## config.mk

```make
export PLATFORM = sky130hd
export DESIGN_NAME = jet_queue
export DESIGN_NICKNAME = d
export VERILOG_FILES = /design/src/rtl/jet_pkg.sv /design/src/rtl/jet_queue.sv
export VERILOG_INCLUDE_DIRS = /design/src /design/src/rtl
export SDC_FILE = /design/constraint.sdc
export NUM_CORES = 1
export LEC_CHECK = 0
export BUFFER_PORTS_ARGS = -buffer_cell sky130_fd_sc_hd__buf_2
export CAP_MARGIN = 25
export CORE_MARGIN = 1
export CORE_UTILIZATION = 50
export DETAILED_ROUTE_END_ITERATION = 10
export PLACE_DENSITY = 0.76
export SYNTH_ARGS = -nofsm -noshare
export SYNTH_HDL_FRONTEND = slang
export SYNTH_SLANG_ARGS = --single-unit
export TNS_END_PERCENT = 100
```

## constraint.sdc

```tcl
create_clock -name clk -period 8.9 [get_ports clk]
set_input_delay 1.335 -clock clk [delete_from_list [all_inputs] [get_ports clk]]
set_output_delay 1.335 -clock clk [all_outputs]
set_load 0.02 [all_outputs]
```

## src/rtl/julia_escape_time_top_macros.svh

```systemverilog
// Assertion macros shared by the escape-time RTL.
// Needs a clock named clk and an active-low reset named arst_n in the including module.
`ifndef JULIA_ESCAPE_TIME_TOP_MACROS_SVH
`define JULIA_ESCAPE_TIME_TOP_MACROS_SVH

// The consequent must hold in the same cycle as the antecedent.
`define JET_ASSERT_SAME(lbl, ante, cons, msg) \
	lbl: assert property (@(posedge clk) disable iff (!arst_n) (ante) |-> (cons)) \
		else $error(msg);

// The consequent must hold in the cycle after the antecedent.
`define JET_ASSERT_NEXT(lbl, ante, cons, msg) \
	lbl: assert property (@(posedge clk) disable iff (!arst_n) (ante) |=> (cons)) \
		else $error(msg);

`endif

```

## src/rtl/jet_pkg.sv

```systemverilog
// Shared types, register codes, reset values and the saturation helper.
// Used by every module of the Julia escape-time block; depends on nothing.
package jet_pkg;

	// Register indexes of the configuration port.
	localparam logic [2:0] REG_RADIUS     = 3'd0;
	localparam logic [2:0] REG_C_RE       = 3'd1;
	localparam logic [2:0] REG_C_IM       = 3'd2;
	localparam logic [2:0] REG_ITER_LIMIT = 3'd3;
	localparam logic [2:0] REG_STEP_RE    = 3'd4;
	localparam logic [2:0] REG_STEP_IM    = 3'd5;

	// Reset values of the registers.
	localparam logic [28:0]        RADIUS_RST     = 29'd134217728;
	localparam logic signed [31:0] C_RE_RST       = -32'sd46976204;
	localparam logic signed [31:0] C_IM_RST       = 32'sd18129543;
	localparam logic [15:0]        ITER_LIMIT_RST = 16'd1000;
	localparam logic [28:0]        STEP_RST       = 29'd268435;

	// Start-point queue between the front and back parts.
	localparam int QUEUE_DEPTH = 2;
	localparam int QPTR_W      = 1;
	localparam int QCNT_W      = 2;

	typedef struct packed {
		logic [28:0]        radius;
		logic signed [31:0] c_re;
		logic signed [31:0] c_im;
		logic [15:0]        iter_limit;
		logic [28:0]        step_re;
		logic [28:0]        step_im;
	} cfg_t;

	typedef struct packed {
		logic signed [31:0] zr;
		logic signed [31:0] zi;
	} point_t;

	// Clamp a 41-bit signed value to the signed 32-bit range.
	function automatic logic signed [31:0] sat32(input logic signed [40:0] v);
		if (v > 41'sd2147483647) begin
			return 32'sh7FFFFFFF;
		end else if (v < -41'sd2147483648) begin
			return 32'sh80000000;
		end else begin
			return $signed(v[31:0]);
		end
	endfunction

endpackage

```

## src/rtl/jet_queue.sv

```systemverilog
// Short queue of start points between the front and back parts.
// Two register entries with read and write pointers. Uses jet_pkg and the macro header.
`include "julia_escape_time_top_macros.svh"

module jet_queue (
	input  logic            clk,
	input  logic            arst_n,
	input  logic            push_valid,
	output logic            push_ready,
	input  jet_pkg::point_t push_data,
	output logic            pop_valid,
	input  logic            pop,
	output jet_pkg::point_t pop_data
);
	import jet_pkg::*;

	point_t              ent_q [QUEUE_DEPTH];
	logic [QPTR_W-1:0]   wr_ptr_q, rd_ptr_q;
	logic [QCNT_W-1:0]   count_q;
	logic                do_push, do_pop;

	assign push_ready = count_q != QCNT_W'(QUEUE_DEPTH);
	assign pop_valid  = count_q != '0;
	assign do_push    = push_valid && push_ready;
	assign do_pop     = pop && pop_valid;
	assign pop_data   = ent_q[rd_ptr_q];

	// Pointer and fill-count bookkeeping.
	always_ff @(posedge clk or negedge arst_n) begin
		if (!arst_n) begin
			wr_ptr_q <= '0;
			rd_ptr_q <= '0;
			count_q  <= '0;
		end else begin
			if (do_push) begin
				wr_ptr_q <= wr_ptr_q + 1'b1;
			end
			if (do_pop) begin
				rd_ptr_q <= rd_ptr_q + 1'b1;
			end
			if (do_push && !do_pop) begin
				count_q <= count_q + 1'b1;
			end else if (do_pop && !do_push) begin
				count_q <= count_q - 1'b1;
			end
		end
	end

	// Entry storage.
	always_ff @(posedge clk) begin
		if (do_push) begin
			ent_q[wr_ptr_q] <= push_data;
		end
	end

	`JET_ASSERT_SAME(a_q_count_bound, 1'b1, count_q <= QCNT_W'(QUEUE_DEPTH), "queue overfilled")
	`JET_ASSERT_NEXT(a_q_pop_drains, do_pop && !do_push, count_q == QCNT_W'($past(count_q) - 1'b1), "pop lost")

endmodule

```

## Word level (Yosys, flattened, before mapping)

Memory sizes are Yosys's and may differ from the RTL's.
Cells that the tools add are included.

- Memories: 1
- Bits in writable memories: 128
- Bits in registers: 4
- Output and inout bits: 66

Memory list:

| name | depth | width | rd ports | clocked after Yosys merged registers in | write ports | RTL line | text |
|---|---|---|---|---|---|---|---|
| ent_q | 2 | 64 | 1 | 0 | 1 | jet_queue.sv:17 | `point_t ent_q [QUEUE_DEPTH];` |

- Muxes and demuxes: 4
- Eq/ne operators: 1
- Add/sub/neg operators: 4
- Reductions and logical operators: 8

Operators by type and width:

| kind | count |
|---|---|
| logical AND 1 bit | 4 |
| two-way mux 2 bit | 2 |
| nonzero test 2 bit | 2 |
| adder 1 bit, second input constant | 2 |
| adder 2 x 1 -> 2 bit, second input constant | 1 |
| logical NOT 1 bit | 2 |
| two-way mux 1 bit | 2 |
| != test 2 bit, second input constant | 1 |
| subtractor 2 x 1 -> 2 bit, second input constant | 1 |

## Longest topological paths before layout

- Depth after elaboration: 6
- Gate-level depth with buffers: 7
- Depth with buffers taken out: 7

## Worst setup path before layout

OpenSTA, ideal clock, no wires.

- Path kind: input to register
- Start: in push_valid
- End: mem ent_q[0][0] (netlist bit) (enable)
- Data required time: 8414 ps
- Cell stages on the path: 2
- Setup slack: 4306 ps
- Data arrival time: 4108 ps
- Cell sequence: nand2_1 -> nor2_1

- Longest elaborated chain between the ends: 3

Ends and longest elaborated chain:

| element | RTL line | text |
|---|---|---|
| start: declaration | jet_queue.sv:8 | `input logic push_valid,` |
| logical AND 1 bit | jet_queue.sv:24 | `assign do_push = push_valid && push_ready;` |
| two-way mux 1 bit | jet_queue.sv:51 | `if (do_push) begin` |
| two-way mux 1 bit (not written as such) | jet_queue.sv:52 | `ent_q[wr_ptr_q] <= push_data;` |
| end: declaration | jet_queue.sv:17 |  |

No other way between the ends.

==> out/results.tsv <==
metric	value	unit
status	completed	
Synth Warn #	0	
worst-skew pair later-pin latency	0.50	ns
DP HPWL	5340	um
DIE WIDTH	102	um
VDD IR max	0.165	mV
Synth cell types	15	
largest net degree at the start of global routing	51	
final antenna-violating net count	0	
Post-Syn Instances	217	
Overflow after GRT	0	
post-CTS setup repair buffer count	0	
Iter 0 DRT Violations	52	
GPL Wtd Cong	0.686	
Total GRT Usage	0.169	
CTS H-Tree Depth	4	
Final Hold Fails	0	
DR vias/cell	4.82	
path depth of the worst reg2reg path	4	
Post-synth top cells	edfxtp_1 (128), mux2_4 (50), mux2_2 (14), buf_6 (6), dfrtp_1 (4)	
Tcrit/Tclk final	0.380	
worst hold path type	register to register	
clk_skew	0.00668	ns
CTS buffer count	17	
WHS Path Cells	1	
net count after synthesis	286	
# rows	36	
fillers	715	
Worst setup SP type	register	
CP Capture Type	primary output	
WL final	8340	um
Area Overhead vs Synth	28.1	%
sequential share of the synthesized area	0.786	
Placeable Area	9730	sq um
leak pwr	2.58	nW
CP Data Required Time	7.57	ns
layout cells sized above 1	0.619	
Mapped Area	5020	sq um
Die ar.	10400	sq um
CTS Sinks	132	
Synth Register Bits	132	
starting density of the core	0.516	
vias in the first global route	2532	
RSZ-0062 raised after global routing	false	
Vias	2465	
Post-route DRC	0	
I/O Pins	134	
f_max	0.296	GHz
I/O Buffers	133	
final number of setup-violating endpoints	0	
initial antenna violation count	0	
DR WL/cell	16.3	um
Final WS setup	5.52	ns
# nets final	434	
worst hold margin	0.508	ns
Post-synth EDFFs	128	
PD cells	363	nW/um^2
critical path arrival	2.05	ns
mean post-synth cell area	23.1	sq um
cell taking the most area after synthesis	edfxtp_1	
critical path class	register to primary output	
Critical Path Fanout Max	50	
max-cap violations	0	
post-cts resize count	0	
Max Transition Viols Final	0	
CTS Buffer Depth	2	
clk slew on worst S/H paths	0.06	ns
hold_buf cts	0	
CTS tree	built	
Slew @ Worst Pin	0.688	ns
Synth top area share	0.766	
largest cells by area after synthesis	edfxtp_1 (77%), mux2_4 (15%), mux2_2 (3.1%), dfrtp_1 (2.0%), buf_6 (1.3%)	
Ant. Diodes	0	
count leader, synth	edfxtp_1	
setup TNS	0	ns
crit path time final	3.38	ns
slew margin rel.	0.541	
clock root cell	clkbuf_8	
ys flop type	edfxtp_1	
Synth async-reset ratio	0.0303	
chip height	102	um
first-pass GRT wire length	12400	um
DRT Pass-1 Iters	4	
DP Worst Slack	5.79	ns
cell families after synthesis:
logic type	synth area share
fa+ha+maj	0.00249
simple gates	0.00673
xor+xnor	0.00873
flops	0.786
mux	0.181
buf+inv	0.0152
where the power goes:
| part | switching [mW] | total (mW) | internal, mW |
|---|---|---|---|
| sequential | 0.0595 | 0.913 | 0.854 |
| clock | 0.253 | 0.681 | 0.428 |
| combinational | 0.410 | 0.741 | 0.331 |
| total | 0.722 | 2.33 | 1.61 |
final timing paths:
| check | from | endpoint | slack (ns) |
|---|---|---|---|
| max in group asynchronous | arst_n | rd_ptr_q | 8.13 |
| worst max-delay path | rd_ptr_q | pop_data[35] | 5.52 |
| worst max register to register | count_q[0] | ent_q[0][20] | 6.69 |
| worst min-delay path | count_q[1] | count_q[1] | 0.51 |
| min in group asynchronous | arst_n | count_q[0] | 0.63 |
| worst min register to register | count_q[1] | count_q[1] | 0.51 |
registers in the layout, indices dropped and copies added (netlist names):
signal    cells
wr_ptr_q      1
ent_q       128
rd_ptr_q      1
count_q       2
area by class of cell:
type,count,area [sq um],area share
Clock inverter,15,180,0.0280
Inverter,1,3.75,0.000584
Timing Repair Buffer,136,708,0.110
Tap cell,133,166,0.0259
Sequential cell,132,3950,0.614
Clock buffer,17,414,0.0644
Multi-Input combinational cell,77,1010,0.157
metrics by stage:
step | std cells | utilization | cell area, sq um | total power [mW]
3_5_place_dp | 479 | 0.600 | 5830 | 1.68
3_3_place_gp | 478 | 0.597 | 5810 | 1.66
6_report | 511 | 0.661 | 6430 | 2.33
2_1_floorplan | 217 | - | 5020 | 1.48
4_1_cts | 511 | 0.661 | 6430 | 2.37
5_1_grt | 511 | 0.661 | 6430 | 2.45
worst max-delay path: stages, from the launching register on:
cell,delay [ns]
dfrtp_4,0.63
buf_16,0.34
mux2_2,0.38
buf_2,0.16
metal layers:
layer  track usage  up-vias  wire [um]
li1              -     1153          -
met1         0.183     1214       3180
met2         0.282       88       4590
met3        0.0787       10        443
met4        0.0802        0        122
met5             0        -          0
placed cells by master, fill, tap and decap left out, types with 2 or more instances in the layout:
cell type,count
clkinvlp_4,2
mux2_4,50
xnor2_1,3
clkbuf_16,16
buf_2,133
inv_6,3
clkinv_2,2
nand2_1,2
edfxtp_1,128
dfrtp_1,3
xor2_1,2
mux2_2,14
bufinv_16,3
buf_4,2
clkinv_4,4
Note: power is estimated with default switching activity, not from simulation.
