[config.mk]
export PLATFORM = sky130hd
export DESIGN_NAME = jet_front
export DESIGN_NICKNAME = d
export VERILOG_FILES = /design/src/rtl/julia_escape_time_top_macros.svh /design/src/rtl/jet_pkg.sv /design/src/rtl/jet_front.sv
export SDC_FILE = /design/constraint.sdc
export NUM_CORES = 1
export LEC_CHECK = 0
export BUFFER_PORTS_ARGS = -buffer_cell sky130_fd_sc_hd__buf_4
export CORE_ASPECT_RATIO = 0.75
export CORE_MARGIN = 2
export CORE_UTILIZATION = 41
export DETAILED_ROUTE_END_ITERATION = 8
export GPL_ROUTABILITY_DRIVEN = 1
export HOLD_SLACK_MARGIN = 0.02
export SYNTH_ARGS = -nofsm -noshare
export SYNTH_HDL_FRONTEND = slang
export SYNTH_SLANG_ARGS = --single-unit
[constraint.sdc]
create_clock -name clk -period 9.48 [get_ports clk]
set_clock_uncertainty 0.1 [all_clocks]
set_input_delay 1.896 -clock clk [delete_from_list [all_inputs] [get_ports clk]]
set_output_delay 1.896 -clock clk [all_outputs]
set_load 0.01 [all_outputs]
[src/rtl/julia_escape_time_top_macros.svh]
// Assertion macros shared by the escape-time RTL.
// Needs a clock named clk and an active-low reset named arst_n in the including module.
`ifndef JULIA_ESCAPE_TIME_TOP_MACROS_SVH
`define JULIA_ESCAPE_TIME_TOP_MACROS_SVH

// The consequent must hold in the same cycle as the antecedent.
`define JET_ASSERT_SAME(lbl, ante, cons, msg) \
	lbl: assert property (@(posedge clk) disable iff (!arst_n) (ante) |-> (cons)) \
		else $error(msg);

// The consequent must hold in the cycle after the antecedent.
`define JET_ASSERT_NEXT(lbl, ante, cons, msg) \
	lbl: assert property (@(posedge clk) disable iff (!arst_n) (ante) |=> (cons)) \
		else $error(msg);

`endif

[src/rtl/jet_pkg.sv]
// Shared types, register codes, reset values and the saturation helper.
// Used by every module of the Julia escape-time block; depends on nothing.
package jet_pkg;

	// Register indexes of the configuration port.
	localparam logic [2:0] REG_RADIUS     = 3'd0;
	localparam logic [2:0] REG_C_RE       = 3'd1;
	localparam logic [2:0] REG_C_IM       = 3'd2;
	localparam logic [2:0] REG_ITER_LIMIT = 3'd3;
	localparam logic [2:0] REG_STEP_RE    = 3'd4;
	localparam logic [2:0] REG_STEP_IM    = 3'd5;

	// Reset values of the registers.
	localparam logic [28:0]        RADIUS_RST     = 29'd134217728;
	localparam logic signed [31:0] C_RE_RST       = -32'sd46976204;
	localparam logic signed [31:0] C_IM_RST       = 32'sd18129543;
	localparam logic [15:0]        ITER_LIMIT_RST = 16'd1000;
	localparam logic [28:0]        STEP_RST       = 29'd268435;

	// Start-point queue between the front and back parts.
	localparam int QUEUE_DEPTH = 2;
	localparam int QPTR_W      = 1;
	localparam int QCNT_W      = 2;

	typedef struct packed {
		logic [28:0]        radius;
		logic signed [31:0] c_re;
		logic signed [31:0] c_im;
		logic [15:0]        iter_limit;
		logic [28:0]        step_re;
		logic [28:0]        step_im;
	} cfg_t;

	typedef struct packed {
		logic signed [31:0] zr;
		logic signed [31:0] zi;
	} point_t;

	// Clamp a 41-bit signed value to the signed 32-bit range.
	function automatic logic signed [31:0] sat32(input logic signed [40:0] v);
		if (v > 41'sd2147483647) begin
			return 32'sh7FFFFFFF;
		end else if (v < -41'sd2147483648) begin
			return 32'sh80000000;
		end else begin
			return $signed(v[31:0]);
		end
	endfunction

endpackage

[src/rtl/jet_front.sv]
// Front part: accepts pixel requests, clamps them and forms the start point.
// Two stages: product pixel*step, then subtract radius with saturation. Uses jet_pkg.
module jet_front #(
	parameter int MAX_DIM = 1024
) (
	input  logic            clk,
	input  logic            arst_n,
	input  jet_pkg::cfg_t   cfg,
	input  logic            in_valid,
	output logic            in_stall,
	input  logic [9:0]      pix_x,
	input  logic [9:0]      pix_y,
	output logic            push_valid,
	input  logic            push_ready,
	output jet_pkg::point_t push_data
);
	import jet_pkg::*;

	localparam int MaxPix = MAX_DIM - 1;

	logic        s1_valid_q, s2_valid_q;
	logic [38:0] prod_x_s1, prod_y_s1;
	point_t      start_s2;
	logic [9:0]  px_clamp, py_clamp;
	logic        s1_load, s2_load, push;

	// Pixel indexes beyond the image are clamped to the last row or column.
	assign px_clamp = ({3'd0, pix_x} > 13'(MaxPix)) ? 10'(MaxPix) : pix_x;
	assign py_clamp = ({3'd0, pix_y} > 13'(MaxPix)) ? 10'(MaxPix) : pix_y;

	// Stage advance: each stage loads when it is empty or draining.
	assign push     = s2_valid_q && push_ready;
	assign s2_load  = s1_valid_q && (!s2_valid_q || push);
	assign in_stall = s1_valid_q && !s2_load;
	assign s1_load  = in_valid && !in_stall;

	always_ff @(posedge clk or negedge arst_n) begin
		if (!arst_n) begin
			s1_valid_q <= 1'b0;
			s2_valid_q <= 1'b0;
		end else begin
			if (s1_load) begin
				s1_valid_q <= 1'b1;
			end else if (s2_load) begin
				s1_valid_q <= 1'b0;
			end
			if (s2_load) begin
				s2_valid_q <= 1'b1;
			end else if (push) begin
				s2_valid_q <= 1'b0;
			end
		end
	end

	// Stage 1: exact pixel times step products.
	always_ff @(posedge clk) begin
		if (s1_load) begin
			prod_x_s1 <= 39'(px_clamp) * 39'(cfg.step_re);
			prod_y_s1 <= 39'(py_clamp) * 39'(cfg.step_im);
		end
	end

	// Stage 2: offset by the radius and saturate to Q6.26.
	always_ff @(posedge clk) begin
		if (s2_load) begin
			start_s2.zr <= sat32($signed({2'd0, prod_x_s1}) - $signed({12'd0, cfg.radius}));
			start_s2.zi <= sat32($signed({2'd0, prod_y_s1}) - $signed({12'd0, cfg.radius}));
		end
	end

	assign push_valid = s2_valid_q;
	assign push_data  = start_s2;

endmodule

Word-level counts from Yosys, hierarchy flattened
Cells that the tools add are included.

storage, ports and cells
  output and inout bits = 66
  logic and storage cells = 30
  bits of input ports = 191
  bits in registers = 144

operators by class
  add/sub/neg operators = 2
  reduce and logical (&&, ||, !) cells = 10
  muxes and demuxes = 6
  order comparisons = 4
  $mul = 2

operators with widths
  cell                                                                    count
  40-bit by 32-bit > comparator with 1-bit output, second input constant  2
  40-bit by 32-bit < comparator with 1-bit output, second input constant  2
  39-bit by 29-bit subtractor with 40-bit output                          2
  10-bit by 29-bit multiplier with 39-bit output                          2
  32-bit two-way mux                                                      2
  1-bit logical AND                                                       4
  1-bit two-way mux                                                       4
  2-bit nonzero test                                                      2
  1-bit logical NOT                                                       3
  1-bit logical OR                                                        1

Depth between registers and ports, before layout
  word-level depth = 8
  depth in mapped cells = 24
  mapped depth without buffers = 22

Worst setup path after synthesis
OpenSTA, ideal clock, no wires.

  path type = input to register
  start point = in pix_x[1]
  end point = reg prod_x_s1[37] (data pin)
  buffers on the path = 2
  library setup time = 258 ps
  stages on the path = 21
  setup slack = 1918 ps
  data required time = 9122 ps
  arrival = 7205 ps
  cell sequence = clkbuf_1 clkbuf_1 nand2_1 fa_1 inv_1 fa_1 inv_1 fa_1 fa_1 fa_1 inv_1 ha_1 nand2_1 o31ai_1 a21o_1 o311ai_0 a41oi_1 o32a_1 a211oi_1 or3_1 xnor2_1

on the way
  word-level cells in the longest chain between the ends = 1

ends and longest elaborated chain
  item                                            line             text
  start, declared                                 jet_front.sv:11  input logic [9:0] pix_x,
  10-bit by 29-bit multiplier with 39-bit output  jet_front.sv:58  prod_x_s1 <= 39'(px_clamp) * 39'(cfg.step_re);
  end signal, assigned                            jet_front.sv:58
  end, declared                                   jet_front.sv:22  logic [38:0] prod_x_s1, prod_y_s1;

Every way passes these cells.
A chain may end at the register's enable or synchronous reset.

Final worst setup path
Ends and elaborated chain as after synthesis.

==> reports/metrics.yaml <==
global_routing:
  grt_max_degree: 79
  grt_pass1_wl_um: 114000
  antenna_found_initial: 1
  first_global_vias: 21200
  overflow: 0
  grt_usage_pct: 21.5
sta:
  setup_tns_ps: 0
  fin_crit_ps: 8070
  worst_slew_pin_slew_ps: 1080
  max_freq_mhz: 124
  finalMaxSlewViolations: 0
  rsz0062_at_grt: "no"
  layout_setup_ws_ps: 1410
  period_share_pct: 85.1
  setup_violations: 0
  fin_hold_ws_ps: 393
  relSlewSlack_pct: 27.7
  hold_violations: 0
floorplan:
  start_util_pct: 41.5
  design.core.area_um2: 63800
  die_h_um: 224
  rows: 80
  die_width_um: 297
  dieArea_um2: 66600
  pin_count: 257
cells_and_area:
  regArea_um2: 4310
  fillers: 6135
  area_growth_pct: 9.31
  multiInputGateArea_um2: 19900
  drive_above_1_share_pct: 8.08
  finalNetCount: 3786
  finalNonFillerCells: 3834
worst_setup_path:
  r2r_start: "prod_x_s1[0]"
  end_kind: "register"
  critPathLaunchType: "primary input"
  cp.required_ps: 9580
  r2r_cells: 14
  reg2reg_to: "push_data[45]"
  r2r_setup_slack_ps: 4290
  crit_type: "primary input to register"
  worst-path-max-fanout: 29
  crit_arrival_ps: 8160
clocking:
  hold_buffers: 0
  cts.repair.resized: 0
  clk_path_buf_depth: 2
  clockRootBuffer: "clkbuf_16"
  clkSinkCount: 144
  cts_tree: "yes"
  cts_buffers: 17
  insertion_delay_ps: 450
  h-tree-depth: 4
  cts_setup_buffers: 0
  clk_pin_slew_ps: 70
routing:
  dr.pass1.iters: 6
  drc: 0
  routed-via-count: 20500
  ant_nets: 0
  first_iter_violations: 1351
  viasPerCell: 5.33
  routed_wl_um: 70500
  routedWlPerCell_um: 18.4
power:
  vdd_drop_max_v: 0.000242
  power.density_nw_per_um2: 351
  p_leak_nw: 13.7
yosys:
  yosys.area.top_type: "fa_1"
  synthesis.nets: 3734
  syn_area_per_cell_um2: 9.11
  ys_types: 71
  synth_edf_count: 142
  syn-cell-area_um2: 26500
  synth_top_flop_cell: "edfxtp_1"
  synth.top_cell.area_share_pct: 32.5
  synth.most_common_cell: "inv_1"
  ys_seq_area_share_pct: 16.3
  synth_seq_cells: 144
  async_reset_ff_share_pct: 1.39
  syn_inst: 2907
  synth_area_leaders: "fa_1 (33%), edfxtp_1 (16%), ha_1 (9.7%), and2_1 (7.1%), inv_1 (6.5%)"
  ys_top_cells_by_count: "inv_1 (458), fa_1 (430), nand2_1 (412)"
  ys_warn_count: 0
min_path:
  min-delay-start: "s1_valid_q"
  min_path_type: "register to register"
  whs_path_depth: 1
  hold_end: "push_valid"
status:
  status: "complete, no violations"
placement:
  placed_cells: 3801
  place_hpwl_um: 56300
  portBuffers: 176
  place_ws_ps: 1050
  gp_congestion: 0.887
job:
  cap_violations: 0
## cell type report
cell class | count | share of cell area, %
Tap cell | 861 | 3.72
Clock inverter | 15 | 0.657
Multi-Input combinational cell | 2158 | 68.6
Clock buffer | 17 | 1.47
Sequential cell | 144 | 14.9
Timing Repair Buffer | 180 | 4.67
Inverter | 458 | 5.94
Antenna cell | 1 | 0.00865
## worst max path at each step
stage             start  slack [ps]       endpoint  cells after the start
6_report       pix_x[1]        1410  prod_x_s1[37]                     23
5_1_grt        pix_x[1]        1060  prod_x_s1[37]                     23
4_1_cts        pix_x[1]        1500  prod_x_s1[37]                     21
3_3_place_gp   pix_x[1]        1150  prod_x_s1[37]                     23
2_1_floorplan  pix_x[1]        1920  prod_x_s1[37]                     21
3_5_place_dp   pix_x[1]        1050  prod_x_s1[37]                     21
## logic make-up (layout without fill, tap and decap cells)
logic type | Yosys count | in the layout | share of synthesized area [%]
AO/OA/AOI/OAI | 433 | 433 | 10.4
XOR/XNOR | 131 | 131 | 4.33
adder cells (fa/ha/maj) | 636 | 636 | 42.2
buffers and inverters | 605 | 670 | 8.71
flip-flops | 144 | 144 | 16.3
multiplexers | 3 | 3 | 0.113
other | 0 | 1 | 0
AND/OR/NAND/NOR | 955 | 955 | 17.9
## cells in the final DEF, fill, tap and decap left out, types with 4 or more instances in the layout
master | netlist | final
inv_8 | 0 | 4
xor2_1 | 39 | 39
a31oi_1 | 15 | 15
o31ai_1 | 5 | 5
inv_6 | 0 | 4
nor4_1 | 9 | 9
clkinv_8 | 0 | 4
nand2b_1 | 21 | 21
and4_1 | 4 | 4
and3_1 | 18 | 18
or2_2 | 6 | 6
ha_1 | 206 | 206
nor3_1 | 27 | 27
fa_1 | 430 | 430
and2_1 | 301 | 299
o21a_1 | 21 | 21
xnor2_1 | 92 | 92
edfxtp_1 | 142 | 142
nand4_1 | 15 | 15
nand3_1 | 35 | 35
o2111ai_1 | 6 | 6
o21ai_0 | 65 | 65
a31o_2 | 9 | 9
or3_1 | 11 | 11
a211o_1 | 4 | 4
nor2_1 | 70 | 70
nand2_1 | 412 | 412
nor2b_1 | 11 | 11
a21oi_1 | 167 | 167
o211ai_1 | 10 | 10
a41oi_1 | 4 | 4
buf_4 | 1 | 180
a21o_1 | 57 | 57
clkbuf_16 | 0 | 17
a211oi_1 | 16 | 16
inv_1 | 458 | 458
o21bai_1 | 15 | 15
## registers in the layout, indices dropped and copies added (netlist names)
signal	count
prod_y_s1	39
prod_x_s1	39
push_data	64
push_valid	1
s1_valid_q	1
## metrics by stage
stage | area [um2] | total power, mW | util, %
2_1_floorplan | 26500 | 7.35 | -
3_3_place_gp | 28300 | 9.26 | 44.4
3_5_place_dp | 28300 | 9.40 | 44.4
4_1_cts | 28900 | 10.2 | 45.4
5_1_grt | 28900 | 11.2 | 45.4
6_report | 28900 | 10.2 | 45.4
## layer usage
layer	GRT usage (%)	share of wire, %
met5	0	0
met4	4.99	1.9
met3	4.17	7.6
met2	32.2	43
met1	32.1	47
## power breakdown
group | internal, mW | leakage [nW] | switching, mW
registers | 1.23 | 1.21 | 0.125
clock network | 0.380 | 0.294 | 0.318
logic | 3.31 | 12.2 | 4.81
total | 4.91 | 13.7 | 5.26
## critical path, cell delays in order
cell and delay, ps:
buf_4 350, nand2_1 150, fa_1 560, inv_1 50, fa_1 490, inv_1 50
fa_1 540, inv_1 50, fa_1 470, inv_1 50, fa_1 480, inv_1 40
ha_1 330, a21oi_1 210, nor2_1 60, a211oi_1 170, o31ai_1 230, o311ai_0 710
a41oi_1 310, o32a_1 470, a211oi_1 240, or3_1 160, xnor2_1 70
Note: power is estimated with default switching activity, not from simulation.
